### src/rtl/core/bpfm_pkg.sv
// bpfm_pkg: shared types, constants and helpers of the byte pattern first match unit.
// Used by bpfm_cell, bpfm_out_buf, byte_pattern_first_match_unit and the bench; depends on nothing.
`default_nettype none

package bpfm_pkg;

    // default sizing, handed to the top level parameters
    localparam int BUFFER_SIZE_DEF = 4096;
    localparam int PATTERN_MAX_DEF = 16;

    // fixed widths of the register and result fields
    localparam int PAT_BYTES = 16;
    localparam int LEN_W     = 5;
    localparam int OFS_W     = 12;
    localparam int CFG_IDX_W = 3;
    localparam int CFG_W     = 64;

    // configuration register indexes
    typedef enum logic [CFG_IDX_W-1:0] {
        CFG_PAT_LO  = 3'd0,
        CFG_PAT_HI  = 3'd1,
        CFG_PAT_LEN = 3'd2,
        CFG_START   = 3'd3
    } t_cfg_idx;

    // per-beat control handed to every window cell
    typedef struct packed {
        logic shift;
        logic clear;
    } t_cell_ctl;

    // pick pattern byte idx out of the 16-byte pattern word
    function automatic logic [7:0] pat_byte(input logic [8*PAT_BYTES-1:0] pat,
                                            input logic [3:0] idx);
        return pat[{idx, 3'b000} +: 8];
    endfunction

endpackage

`default_nettype wire

### src/rtl/core/bpfm_cell.sv
// bpfm_cell: one byte of the sliding window; shifts its neighbor's byte in and compares.
// Depends on bpfm_pkg.
`default_nettype none

module bpfm_cell (
    input  wire logic                i_clk,
    input  wire logic                i_rst_n,
    input  wire bpfm_pkg::t_cell_ctl i_ctl,
    input  wire logic [7:0]          i_byte,
    input  wire logic [7:0]          i_expect,
    input  wire logic                i_use,
    output logic [7:0]               o_byte,
    output logic                     o_hit
);
    import bpfm_pkg::*;

    logic [7:0] r_byte;
    logic [7:0] n_byte;

    // clear at end of buffer, else take the neighbor's byte on a shift
    always_comb begin
        n_byte = r_byte;
        if (i_ctl.clear) begin
            n_byte = 8'd0;
        end else if (i_ctl.shift) begin
            n_byte = i_byte;
        end
    end

    always_ff @(posedge i_clk) begin
        if (!i_rst_n) begin
            r_byte <= 8'd0;
        end else begin
            r_byte <= n_byte;
        end
    end

    // compare the byte that enters this cell on the current beat
    assign o_hit  = !i_use || (i_byte == i_expect);
    assign o_byte = r_byte;

endmodule

`default_nettype wire

### src/rtl/core/bpfm_out_buf.sv
// bpfm_out_buf: result register plus skid entry on the master stream side.
// Depends on bpfm_pkg.
`default_nettype none

module bpfm_out_buf (
    input  wire logic                       i_clk,
    input  wire logic                       i_rst_n,
    input  wire logic                       i_push,
    input  wire logic                       i_found,
    input  wire logic [bpfm_pkg::OFS_W-1:0] i_offset,
    output logic                            o_ready,
    output logic                            o_tvalid,
    input  wire logic                       i_tready,
    output logic [bpfm_pkg::OFS_W-1:0]      o_offset,
    output logic                            o_found
);
    import bpfm_pkg::*;

    logic             r_out_valid, n_out_valid;
    logic             r_out_found, n_out_found;
    logic [OFS_W-1:0] r_out_ofs,   n_out_ofs;
    logic             r_skid_valid, n_skid_valid;
    logic             r_skid_found, n_skid_found;
    logic [OFS_W-1:0] r_skid_ofs,   n_skid_ofs;
    logic             w_pop;

    assign w_pop = r_out_valid && i_tready;

    // move skid forward on a pop, park a new result in skid when the head is stuck
    always_comb begin
        n_out_valid  = r_out_valid;
        n_out_found  = r_out_found;
        n_out_ofs    = r_out_ofs;
        n_skid_valid = r_skid_valid;
        n_skid_found = r_skid_found;
        n_skid_ofs   = r_skid_ofs;
        if (w_pop) begin
            if (r_skid_valid) begin
                n_out_found  = r_skid_found;
                n_out_ofs    = r_skid_ofs;
                n_skid_valid = 1'b0;
            end else if (i_push) begin
                n_out_found = i_found;
                n_out_ofs   = i_offset;
            end else begin
                n_out_valid = 1'b0;
            end
        end else if (i_push) begin
            if (!r_out_valid) begin
                n_out_valid = 1'b1;
                n_out_found = i_found;
                n_out_ofs   = i_offset;
            end else begin
                n_skid_valid = 1'b1;
                n_skid_found = i_found;
                n_skid_ofs   = i_offset;
            end
        end
    end

    always_ff @(posedge i_clk) begin
        if (!i_rst_n) begin
            r_out_valid  <= 1'b0;
            r_skid_valid <= 1'b0;
        end else begin
            r_out_valid  <= n_out_valid;
            r_skid_valid <= n_skid_valid;
        end
    end

    always_ff @(posedge i_clk) begin
        r_out_found  <= n_out_found;
        r_out_ofs    <= n_out_ofs;
        r_skid_found <= n_skid_found;
        r_skid_ofs   <= n_skid_ofs;
    end

    assign o_ready  = !r_skid_valid;
    assign o_tvalid = r_out_valid;
    assign o_found  = r_out_found;
    assign o_offset = r_out_ofs;

    // skid holds data only behind a waiting head
    a_skid_behind_head: assert property (@(posedge i_clk) disable iff (!i_rst_n)
        r_skid_valid |-> r_out_valid)
        else $error("skid entry valid with empty head");

    // a full skid entry stays until a pop
    a_no_overrun: assert property (@(posedge i_clk) disable iff (!i_rst_n)
        (r_skid_valid && !w_pop) |=> r_skid_valid)
        else $error("skid entry lost without a pop");

    // a stalled head stays valid and keeps its offset
    a_head_holds: assert property (@(posedge i_clk) disable iff (!i_rst_n)
        (r_out_valid && !i_tready) |=> (r_out_valid && $stable(r_out_ofs)))
        else $error("stalled result changed");

endmodule

`default_nettype wire

### src/rtl/core/byte_pattern_first_match_unit.sv
// byte_pattern_first_match_unit: finds the first offset of a byte pattern in a byte stream.
// Depends on bpfm_pkg, bpfm_cell and bpfm_out_buf.
//
//   Channel   Dir  Handshake                Payload
//   s (in)    in   i_s_tvalid/o_s_tready     tdata[7:0] data_byte, tlast last_byte
//   m (out)   out  o_m_tvalid/i_m_tready     tdata[11:0] match_offset, tuser found
//   cfg       in   i_cfg_we                  i_cfg_index, i_cfg_data[63:0]
//
// One byte per cycle: the window is a row of PATTERN_MAX cells shifted on each beat,
// and every cell compares in the same cycle, so the result is registered in the next cycle.
// A result waits in a head register with one skid entry behind it; input stalls only
// when both are full. Reset (synchronous, active low) clears the window, the byte
// position, the match flag and the result queue; no clearing pass is needed.
`default_nettype none

module byte_pattern_first_match_unit #(
    parameter int BUFFER_SIZE = bpfm_pkg::BUFFER_SIZE_DEF,
    parameter int PATTERN_MAX = bpfm_pkg::PATTERN_MAX_DEF
) (
    input  wire logic                           i_clk,
    input  wire logic                           i_rst_n,
    // slave stream: tdata = {data_byte[7:0]}
    input  wire logic                           i_s_tvalid,
    output logic                                o_s_tready,
    input  wire logic [7:0]                     i_s_tdata,
    input  wire logic                           i_s_tlast,
    // master stream: tdata = {pad[15:12], match_offset[11:0]}, tuser = {found}
    output logic                                o_m_tvalid,
    input  wire logic                           i_m_tready,
    output logic [15:0]                         o_m_tdata,
    output logic                                o_m_tuser,
    // configuration write port
    input  wire logic                           i_cfg_we,
    input  wire logic [bpfm_pkg::CFG_IDX_W-1:0] i_cfg_index,
    input  wire logic [bpfm_pkg::CFG_W-1:0]     i_cfg_data
);
    import bpfm_pkg::*;

    localparam int POS_W   = $clog2(BUFFER_SIZE + 1);
    localparam int CW      = (POS_W + 1 > OFS_W) ? POS_W + 1 : OFS_W;
    localparam int LEN_CAP = (PATTERN_MAX < PAT_BYTES) ? PATTERN_MAX : PAT_BYTES;

    // configuration registers
    logic [CFG_W-1:0] r_pat_lo;
    logic [CFG_W-1:0] r_pat_hi;
    logic [LEN_W-1:0] r_pat_len;
    logic [OFS_W-1:0] r_start;

    always_ff @(posedge i_clk) begin
        if (!i_rst_n) begin
            r_pat_lo  <= '0;
            r_pat_hi  <= '0;
            r_pat_len <= LEN_W'(1);
            r_start   <= '0;
        end else if (i_cfg_we) begin
            case (i_cfg_index)
                CFG_PAT_LO:  r_pat_lo  <= i_cfg_data;
                CFG_PAT_HI:  r_pat_hi  <= i_cfg_data;
                CFG_PAT_LEN: r_pat_len <= i_cfg_data[LEN_W-1:0];
                CFG_START:   r_start   <= i_cfg_data[OFS_W-1:0];
                default: ;
            endcase
        end
    end

    // clamp the pattern length into 1..LEN_CAP
    logic [LEN_W-1:0]         w_len;
    logic [8*PAT_BYTES-1:0]   w_pat;

    always_comb begin
        w_len = r_pat_len;
        if (r_pat_len == '0) begin
            w_len = LEN_W'(1);
        end else if (r_pat_len > LEN_W'(LEN_CAP)) begin
            w_len = LEN_W'(LEN_CAP);
        end
    end

    assign w_pat = {r_pat_hi, r_pat_lo};

    // buffer tracking
    logic [POS_W-1:0] r_pos, n_pos;
    logic             r_answered, n_answered;
    logic             w_acc;
    logic             w_active;
    t_cell_ctl        w_ctl;
    logic             w_buf_ready;

    assign w_acc       = i_s_tvalid && w_buf_ready;
    assign w_active    = r_pos < POS_W'(BUFFER_SIZE);
    assign w_ctl.shift = w_acc && w_active;
    assign w_ctl.clear = w_acc && i_s_tlast;
    assign o_s_tready  = w_buf_ready;

    // row of window cells, newest byte in cell 0
    logic [7:0]             w_win   [PATTERN_MAX];
    logic [7:0]             w_exp   [PATTERN_MAX];
    logic [PATTERN_MAX-1:0] w_use;
    logic [PATTERN_MAX-1:0] w_hit;

    for (genvar k = 0; k < PATTERN_MAX; k++) begin : g_cell
        logic [7:0] w_in;
        logic [3:0] w_idx;

        if (k == 0) begin : g_head
            assign w_in = i_s_tdata;
        end else begin : g_link
            assign w_in = w_win[k-1];
        end

        // cell k lines up with pattern byte len-1-k
        if (k < PAT_BYTES) begin : g_cmp
            assign w_use[k] = LEN_W'(k) < w_len;
            assign w_idx    = 4'(w_len - LEN_W'(k) - LEN_W'(1));
            assign w_exp[k] = pat_byte(w_pat, w_idx);
        end else begin : g_nocmp
            assign w_use[k] = 1'b0;
            assign w_idx    = 4'd0;
            assign w_exp[k] = 8'(w_idx);
        end

        bpfm_cell u_cell (
            .i_clk    (i_clk),
            .i_rst_n  (i_rst_n),
            .i_ctl    (w_ctl),
            .i_byte   (w_in),
            .i_expect (w_exp[k]),
            .i_use    (w_use[k]),
            .o_byte   (w_win[k]),
            .o_hit    (w_hit[k])
        );
    end

    // start position of a pattern ending on this byte, and its checks
    logic [CW-1:0]    w_end1;
    logic [CW-1:0]    w_s;
    logic             w_match;
    logic             w_nf;
    logic             w_push;
    logic [OFS_W-1:0] w_ofs;

    assign w_end1  = CW'(r_pos) + CW'(1);
    assign w_s     = w_end1 - CW'(w_len);
    assign w_match = w_ctl.shift && !r_answered && (w_end1 >= CW'(w_len))
                     && (w_s >= CW'(r_start)) && (&w_hit);
    assign w_nf    = w_acc && i_s_tlast && !r_answered && !w_match;
    assign w_push  = w_match || w_nf;
    assign w_ofs   = w_match ? w_s[OFS_W-1:0] : '0;

    // advance position, latch the match, reset both at end of buffer
    always_comb begin
        n_pos      = r_pos;
        n_answered = r_answered;
        if (w_ctl.clear) begin
            n_pos      = '0;
            n_answered = 1'b0;
        end else begin
            if (w_ctl.shift) begin
                n_pos = r_pos + POS_W'(1);
            end
            if (w_match) begin
                n_answered = 1'b1;
            end
        end
    end

    always_ff @(posedge i_clk) begin
        if (!i_rst_n) begin
            r_pos      <= '0;
            r_answered <= 1'b0;
        end else begin
            r_pos      <= n_pos;
            r_answered <= n_answered;
        end
    end

    // result queue toward the master side
    logic [OFS_W-1:0] w_out_ofs;

    bpfm_out_buf u_out (
        .i_clk    (i_clk),
        .i_rst_n  (i_rst_n),
        .i_push   (w_push),
        .i_found  (w_match),
        .i_offset (w_ofs),
        .o_ready  (w_buf_ready),
        .o_tvalid (o_m_tvalid),
        .i_tready (i_m_tready),
        .o_offset (w_out_ofs),
        .o_found  (o_m_tuser)
    );

    assign o_m_tdata = {{(16 - OFS_W){1'b0}}, w_out_ofs};

    // position never runs past the buffer size
    a_pos_bounded: assert property (@(posedge i_clk) disable iff (!i_rst_n)
        r_pos <= POS_W'(BUFFER_SIZE))
        else $error("byte position past buffer size");

    // a match is reported only after at least one byte of the buffer
    a_answered_pos: assert property (@(posedge i_clk) disable iff (!i_rst_n)
        r_answered |-> (r_pos != '0))
        else $error("match flag set at buffer start");

    // the final byte always restarts the buffer state
    a_last_clears: assert property (@(posedge i_clk) disable iff (!i_rst_n)
        (w_acc && i_s_tlast) |=> (r_pos == '0 && !r_answered))
        else $error("buffer state not cleared after final byte");

endmodule

`default_nettype wire

### config.mk
export PLATFORM = sky130hd
export DESIGN_NAME = byte_pattern_first_match_unit
export DESIGN_NICKNAME = d
export VERILOG_FILES = /design/src/rtl/core/bpfm_pkg.sv /design/src/rtl/core/bpfm_cell.sv /design/src/rtl/core/bpfm_out_buf.sv /design/src/rtl/core/byte_pattern_first_match_unit.sv
export SDC_FILE = /design/constraint.sdc
export NUM_CORES = 1
export LEC_CHECK = 0
export BUFFER_PORTS_ARGS = -buffer_cell sky130_fd_sc_hd__buf_4
export CAP_MARGIN = 40
export CORE_AREA = 3 3 270 272
export CTS_CLUSTER_DIAMETER = 30
export CTS_CLUSTER_SIZE = 14
export DETAILED_ROUTE_END_ITERATION = 6
export DIE_AREA = 0 0 273 275
export SYNTH_ARGS = -nofsm -noshare
export SYNTH_HDL_FRONTEND = slang
export SYNTH_HIERARCHICAL = 1
export SYNTH_SLANG_ARGS = --single-unit
### constraint.sdc
create_clock -name i_clk -period 7.2 [get_ports i_clk]
set_input_delay 0 -clock i_clk [delete_from_list [all_inputs] [get_ports i_clk]]
set_output_delay 0 -clock i_clk [all_outputs]
set_load 0.005 [all_outputs]
# Yosys cells after proc, flatten, opt, wreduce, memory -nomap -nowiden
# Cells that the tools add are included.
[totals]
reg_bits = 307
latch_bits = 0
mem_bits_rw = 0
romBits = 0
in_bits = 81
out_inout_bits = 19
elab_cells = 198
memories = 0
[op_classes]
addsub = 33
mul = 0
div_mod_pow = 0
order_cmp = 20
eq_ne = 22
n_shift = 16
mux = 17
bitwise_logic = 2
reduce_logical = 61
[op_table]
columns = ["op", "count"]
rows = [
  ["variable part select 128 x 8 -> 8 bit", 16],
  ["equality test 8 bit", 16],
  ["two-way mux 12 bit", 6],
  ["subtractor 4 x 1 -> 4 bit (second input constant)", 16],
  ["< comparator 4 x 5 -> 1 bit (first input constant)", 8],
  ["subtractor 4 bit (second input constant)", 8],
  ["< comparator 3 x 5 -> 1 bit (first input constant)", 4],
  ["zero test 1 bit", 19],
  ["logical OR 1 bit", 17],
  ["AND reduction 16 bit", 1],
  ["subtractor 4 x 3 -> 4 bit (second input constant)", 4],
  ["adder 13 x 1 -> 14 bit (second input constant)", 1],
  [">= comparator 14 x 12 -> 1 bit", 1],
  [">= comparator 14 x 5 -> 1 bit", 1],
  ["subtractor 14 x 5 -> 14 bit", 1],
  ["adder 13 x 1 -> 13 bit (second input constant)", 1],
  ["< comparator 13 bit (second input constant)", 1],
  ["logical AND 1 bit", 10],
  ["< comparator 1 x 5 -> 1 bit (first input constant)", 2],
  ["< comparator 2 x 5 -> 1 bit (first input constant)", 2],
  ["two-way mux 5 bit", 2],
  ["AND reduction 2 bit", 5],
  ["two-way mux 1 bit", 9],
  ["AND reduction 3 bit", 3],
  ["10 further kinds", 17],
]

# Logic depth before layout (Yosys ltp)
# Gate-level depths: netlist (run 1).
[depth]
ltp_word = 16
ltp_mapped = 24
ltp_nobuf = 19

# Cells and area by module
# The synthesis (run 1) kept the hierarchy.
[modules_own_cells]
columns = ["mod", "n_inst", "cells_per_inst", "area_each_um2", "seq_area_each_um2"]
rows = [
  ["byte_pattern_first_match_unit", 1, 1567, 13934.6, 3183.1],
  ["bpfm_cell", 16, 38, 380.4, 160.2],
  ["bpfm_out_buf", 1, 54, 1088.5, 820.8],
]

# Worst setup path after synthesis (run 1)
# Ideal clock, no wire load.
[synth_path]
kind = "register to register"
startpoint = "register r_pat_len[3]"
endpoint = "register u_out.r_out_found, in the netlist u_out/o_found (enable)"
setup_time_ns = 0.387
arrival_ns = 5.780
required_ns = 6.813
slack_ns = 1.033
stages_incl_launch_ff = 25
path_buffers = 6
period_less_slack_ns = 6.167
path_cell_list = "dfxtp_1 > buf_2 > nor3_1 > nor2_1 > nor2_1 > inv_1 > buf_6 > buf_2 > buf_2 > ha_1 > xnor2_2 > xor2_1 > clkbuf_1 > mux4_2 > mux4_1 > xnor2_1 > nand4_1 > o21ai_1 > nand4_1 > nor4_1 > nand4_1 > clkbuf_1 > o22ai_1 > a21oi_1 > a21oi_1"
[synth_rtl]
columns = ["element", "line", "rtl"]
rows = [
  ["start, declared", "byte_pattern_first_match_unit.sv:46", "logic [LEN_W-1:0] r_pat_len;"],
  ["start signal, assigned", "byte_pattern_first_match_unit.sv:59", "CFG_PAT_LEN: r_pat_len <= i_cfg_data[LEN_W-1:0];"],
  ["end signal, assigned", "bpfm_out_buf.sv:72", "r_out_found <= n_out_found;"],
  ["end, declared", "bpfm_out_buf.sv:20", "logic r_out_found, n_out_found;"],
]

==> results.py, run 1 <==
metrics = {
    "place": {
        "place_inst": 3127,
        "numPortBuffers": 95,
        "globalplace.congestion": 0.926,
        "dp_hpwl_mm": 50.8,
        "preCtsSetupSlack_ps": 385,
    },
    "setup_path": {
        "critPathTopFamily": "simple AND/OR/NAND/NOR gates",
        "crit_path_top_delay_cell": "buf_4",
        "reg2reg_depth": 20,
        "cp-start-kind": "flop",
        "path_class": "flop to flop",
        "endpoint_kind": "flop",
        "timing.critical_path.buf_inv": 4,
        "cp_data_arrival_time_ps": 6970,
        "worstPathCellList": "nor3_1 -> nor2_1 -> nor2_1 -> inv_8 -> ha_1 -> xnor2_4 -> buf_4 -> nor3b_1 -> xnor2_1 -> buf_4 -> mux4_2 -> xnor2_1 -> nand4_1 -> o21ai_1 -> nand4_1 -> nor4_1 -> nand4_1 -> buf_4 -> o22ai_1 -> and3_2",
        "cp.depth": 20,
        "cp_data_required_time_ps": 7470,
        "crit_fanout": 33,
        "cpPeakStageDelay_ps": 490,
    },
    "timing": {
        "slew_violations": 0,
        "setup_viol": 0,
        "hold_violations": 0,
        "postLayoutSetupSlackWorst_ps": 501,
        "min_period_ps": 6700,
        "skew_ps": 18.9,
        "worst_slew_pin_slew_ps": 905,
        "final.setup.tns_ps": 0,
        "fin_crit_sh": 0.930,
        "relSlewSlack": 0.397,
        "rsz0062_at_grt": "no",
        "hold_ws_ps": 117,
        "max_freq_mhz": 149,
    },
    "power_and_ir_drop": {
        "p_per_area_mw_per_mm2": 243,
        "seq_power_share": 0.287,
        "swShare": 0.251,
        "p_int_uw": 4740,
        "pwr-share-clk": 0.600,
        "p_leak_uw": 0.00980,
        "ir_drop_v": 0.000191,
        "comb_power_share": 0.113,
        "switchingPower_uw": 1590,
    },
    "flow_run": {
        "maxCapViolCount": 0,
    },
    "die": {
        "core_mm2": 0.0710,
        "start_util": 0.293,
        "die_y_um": 275,
        "die_x_um": 273,
        "die-area_mm2": 0.0751,
        "io_pins": 100,
        "rows": 98,
    },
    "global_routing": {
        "grt_pass1_wl_mm": 101,
        "grt.overflow.total": 0,
        "antenna_found_initial": 0,
        "grt_max_degree": 109,
        "gr-usage-all-layers": 0.176,
        "grt_pass1_vias": 16255,
    },
    "clock_network": {
        "numCtsBuffers": 78,
        "clkTransAtPathRegs_ps": 40,
        "cts_sinks": 307,
        "clock_path_buffers": 3,
        "cts_htree_levels": 3,
        "cts_setup_buffers": 0,
        "cts-root-buf": "clkbuf_16",
        "clk_latency_ps": 620,
        "cts_tree": "built",
    },
    "finish": {
        "nets": 2440,
        "n_fill_cell": 7112,
        "final_util": 0.367,
        "finalNonFillerCells": 3352,
        "area_delta_synth_final_pct": 25.2,
        "drive_above_1_share": 0.148,
        "n_antenna_cell": 0,
    },
    "logic_synthesis": {
        "syn-mean-instance-area_um2": 9.45,
        "syn_inst": 2202,
        "syn_area_mm2": 0.0208,
        "yosys_warnings": 6,
    },
    "route": {
        "antenna_left": 0,
        "num_vias": 16876,
        "routed_wl_mm": 67.4,
        "drtIter0Drc": 1297,
        "firstDrtPassIters": 7,
        "avgRoutedWirePerCell_um": 20.1,
        "drt_drc_violations_left": 3,
        "viasPerCell": 5.03,
    },
    "outcome": {
        "status": "finished, violations left",
        "failed_checks": "design-rule violations",
    },
    "hold_path": {
        "hp-class": "input pin to flop",
        "whs_path_depth": 6,
    },
}
worst reg2reg max path, cell delays in order, from the launching register on:
cell	delay (ps)
dfxtp_1	440
nor3_1	480
nor2_1	80
nor2_1	440
inv_8	140
ha_1	310
xnor2_4	240
buf_4	490
nor3b_1	300
xnor2_1	370
buf_4	270
mux4_2	350
xnor2_1	150
nand4_1	160
o21ai_1	390
nand4_1	150
nor4_1	400
nand4_1	160
buf_4	240
o22ai_1	320
and3_2	470
layer usage:
metal | part of all wire | vias to the layer above | routed length, um | global-route usage
met1 | 0.47 | 8179 | 31600 | 0.248
met5 | 0 | - | 0 | 0
met3 | 0.073 | 100 | 4950 | 0.0415
met4 | 0.033 | 0 | 2190 | 0.0643
met2 | 0.42 | 540 | 28600 | 0.259
li1 | - | 8057 | - | -
through the flow:
step           area [um^2]  total power (uW)
5_1_grt              26100              6530
4_1_cts              26100              6370
3_5_place_dp         22400              2520
2_1_floorplan        20800              2290
6_report             26100              6330
3_3_place_gp         22300              2510
sequential cells by signal, indices dropped and copies added, names as in the netlist:
| name | count |
|---|---|
| u_out/r_skid_found | 1 |
| r_start | 12 |
| r_answered | 1 |
| r_pat_hi | 64 |
| u_out/o_tvalid | 1 |
| r_pos | 13 |
| g_cell.u_cell/o_byte | 120 |
| u_out/r_skid_ofs | 12 |
| u_out/o_found | 1 |
| u_out/o_offset | 12 |
| r_pat_len | 5 |
| u_out/r_skid_valid | 1 |
| r_pat_lo | 64 |
power by group through the flow:
stage / Clock [uW] / Sequential (uW) / Combinational, uW
after detailed placement: 0 / 1850 / 671
final: 3800 / 1820 / 714
after global placement: 0 / 1850 / 662
after CTS: 3840 / 1820 / 711
after global routing: 3940 / 1820 / 769
after floorplan: 0 / 1830 / 465
placed cells by master, fill, tap and decap left out, types with 11 or more instances in the layout:
cell type      count
a21oi_1           14
dlygate4sd3_1     81
mux4_2            39
o21ai_0           13
nor3b_1           11
nand2b_1          19
o21ai_1           17
dfxtp_1          281
nand2_1          310
edfxtp_1          26
bufinv_16         15
nor2_1           152
xor2_1            12
ha_1              19
a21boi_0         141
clkinv_2          11
nand3_1           17
buf_4            121
inv_1             22
xnor2_1          156
mux2i_1          632
nand4_1           44
clkbuf_16         79
cell type report:
| cell class | instances | area, um^2 | share of cell area |
|---|---|---|---|
| multi-input combinational | 1712 | 13600 | 0.521 |
| sequential | 307 | 6410 | 0.246 |
| clock buffer | 92 | 2120 | 0.0812 |
| timing repair buffer | 212 | 1910 | 0.0735 |
| tap | 950 | 1190 | 0.0456 |
| clock inverter | 52 | 744 | 0.0286 |
| inverter | 27 | 109 | 0.00418 |
path summary, 6_finish.rpt:
check | start | end | slack (ps)
worst max register to register | r_pat_len[1] | u_out/r_skid_ofs[9] | 500
worst min register to register | r_start[5] | r_start[5] | 460
worst max-delay path | r_pat_len[1] | u_out/r_skid_ofs[9] | 500
worst min-delay path | i_cfg_we | r_pat_len[2] | 120
repair_timing:
item                                    in CTS  in global routing
gates resized for setup                      0                  1
hold buffers                                81                  0
endpoints found under the setup margin       0                 13
endpoints found under the hold margin      157                  0
No activity file was read; power rests on OpenSTA's default activity.
==> run 2, diff against run 1 <==
RECOVER_POWER = 100   (was default)
==> results.py, run 2 (same netlist as run 1, synthesis figures left out) <==
metrics = {
    "finish": {
        "n_fill_cell": 7129,
        "n_antenna_cell": 0,
        "finalNonFillerCells": 3352,
        "design_area_mm2": 0.0260,
        "largest_reg_flops": 120,
        "most-common-layout-cells": "632 x mux2i_1, 310 x nand2_1, 281 x dfxtp_1, 156 x xnor2_1, 152 x nor2_1",
        "drive_above_1_share": 0.140,
        "final_common_cell": "mux2i_1",
        "area_delta_synth_final_pct": 24.7,
        "nets": 2440,
    },
    "clock_network": {
        "clock_path_buffers": 3,
        "clkTransAtPathRegs_ps": 40,
        "clk_latency_ps": 620,
        "cts_tree": "built",
        "cts_htree_levels": 3,
        "cts-root-buf": "clkbuf_16",
        "numCtsBuffers": 78,
        "cts_sinks": 307,
    },
    "place": {
        "globalplace.congestion": 0.926,
        "placed_area_mm2": 0.0224,
        "place_inst": 3127,
        "numPortBuffers": 95,
        "dp_hpwl_mm": 50.8,
    },
    "hold_path": {
        "whs_path_depth": 6,
        "min_delay_worst_endpoint": "r_pat_len[2]",
        "worst_hold_startpoint": "i_cfg_we",
        "hp-class": "input pin to flop",
    },
    "timing": {
        "worst_slew_pin_slew_ps": 3790,
        "slew_violations": 237,
        "fin_crit_sh": 0.928,
        "min_period_ps": 6680,
        "skew_ps": 18.9,
        "final.setup.tns_ps": 0,
        "hold_violations": 0,
        "max_freq_mhz": 150,
        "rsz0062_at_grt": "no",
        "relSlewSlack": -1.53,
        "setup_viol": 0,
    },
    "die": {
        "die-area_mm2": 0.0751,
        "start_util": 0.293,
        "die_x_um": 273,
        "die_y_um": 275,
        "core_mm2": 0.0710,
        "io_pins": 100,
        "rows": 98,
    },
    "global_routing": {
        "grt_pass1_wl_mm": 101,
        "grt_pass1_vias": 16255,
        "grt_use_met2": 0.259,
        "gr-usage-all-layers": 0.176,
        "antenna_found_initial": 0,
        "grt_max_degree": 109,
        "met1_usage": 0.248,
        "top_usage_layer": "met2",
        "grt.overflow.total": 0,
        "met3_usage": 0.0415,
    },
    "setup_path": {
        "path_class": "flop to flop",
        "cp-start-kind": "flop",
        "cp_data_required_time_ps": 7470,
        "crit_fanout": 33,
        "rr_endpoint": "u_out/r_skid_ofs[9]",
        "endpoint_kind": "flop",
        "r2r-start": "r_pat_len[1]",
        "rrSetupSlack_ps": 520,
        "reg2reg_depth": 20,
        "cp_data_arrival_time_ps": 6950,
    },
    "power_and_ir_drop": {
        "switchingPower_uw": 1590,
        "ir_drop_v": 0.000191,
        "comb_power_share": 0.113,
        "p_int_uw": 4750,
        "swShare": 0.251,
        "p_leak_uw": 0.00973,
        "seq_power_share": 0.287,
        "fin_total_pwr_uw": 6340,
        "p_per_area_mw_per_mm2": 244,
        "pwr-share-clk": 0.599,
    },
    "outcome": {
        "failed_checks": "max-capacitance violations, max-slew violations",
        "status": "finished, violations left",
    },
    "route": {
        "routed_wl_mm": 67.3,
        "firstDrtPassIters": 5,
        "num_vias": 16830,
        "drtIter0Drc": 1317,
        "viasPerCell": 5.02,
        "drt_drc_violations_left": 0,
        "antenna_left": 0,
        "avgRoutedWirePerCell_um": 20.1,
    },
    "flow_run": {
        "maxCapViolCount": 4,
    },
}
run 2: stage by stage:
step | util | hold WS, ps | worst slack, ps
6_report | 0.366 | 115 | 516
5_1_grt | 0.366 | 129 | 42.4
4_1_cts | 0.367 | 93.0 | 297
3_5_place_dp | 0.315 | 279 | 385
3_3_place_gp | 0.314 | 276 | 289
2_1_floorplan | - | 114 | 1030
run 2: routing by layer:
layer  part of all wire  routed length (um)  up-vias
met5                  0                   0        -
met4              0.032                2150        0
met3              0.069                4680       93
met2               0.42               28600      530
met1               0.47               31900     8154
li1                   -                   -     8053
run 2: critical path, cell delays in order, from the launching register on:
cell	delay (ps)
dfxtp_1	440
nor3_1	480
nor2_1	80
nor2_1	440
inv_8	140
ha_1	300
xnor2_4	240
buf_4	490
nor3b_1	290
xnor2_1	370
buf_4	280
mux4_2	340
xnor2_1	150
nand4_1	160
o21ai_1	360
nand4_1	150
nor4_1	410
nand4_1	160
buf_4	230
o22ai_1	320
and3_2	470
run 2: repair_timing:
item                       CTS  global route
setup endpoints to repair    0            13
hold buffers                81             0
setup buffers                0             0
hold endpoints to repair   157             0
resized for setup            0             1
run 2: worst max-delay path by stage:
stage	from	endpoint	slack [ps]	depth (start not counted)
3_5_place_dp	r_pat_len[1]	u_out/r_skid_ofs[5]	390	20
4_1_cts	r_pat_len[1]	u_out/r_skid_ofs[3]	300	20
3_3_place_gp	r_pat_len[1]	u_out/r_skid_ofs[1]	290	19
6_report	r_pat_len[1]	u_out/r_skid_ofs[9]	520	20
2_1_floorplan	r_pat_len[3]	u_out/o_found	1030	24
5_1_grt	r_pat_len[1]	u_out/o_offset[9]	40	22
run 2: power by group through the flow:
| stage | clock [uW] | sequential (uW) | combinational (uW) |
|---|---|---|---|
| after floorplan | 0 | 1830 | 465 |
| after global placement | 0 | 1850 | 662 |
| after detailed placement | 0 | 1850 | 671 |
| after CTS | 3840 | 1820 | 711 |
| after global routing | 3940 | 1820 | 773 |
| final | 3800 | 1820 | 719 |
run 2: cell type report:
class	count	area, um^2	area share
multi-input cells	1712	13500	0.522
repair buffers	212	1850	0.0714
flip-flops and latches	307	6410	0.247
clock inverters	52	744	0.0287
inverters	27	109	0.00419
clock buffers	92	2120	0.0815
well taps	950	1190	0.0458
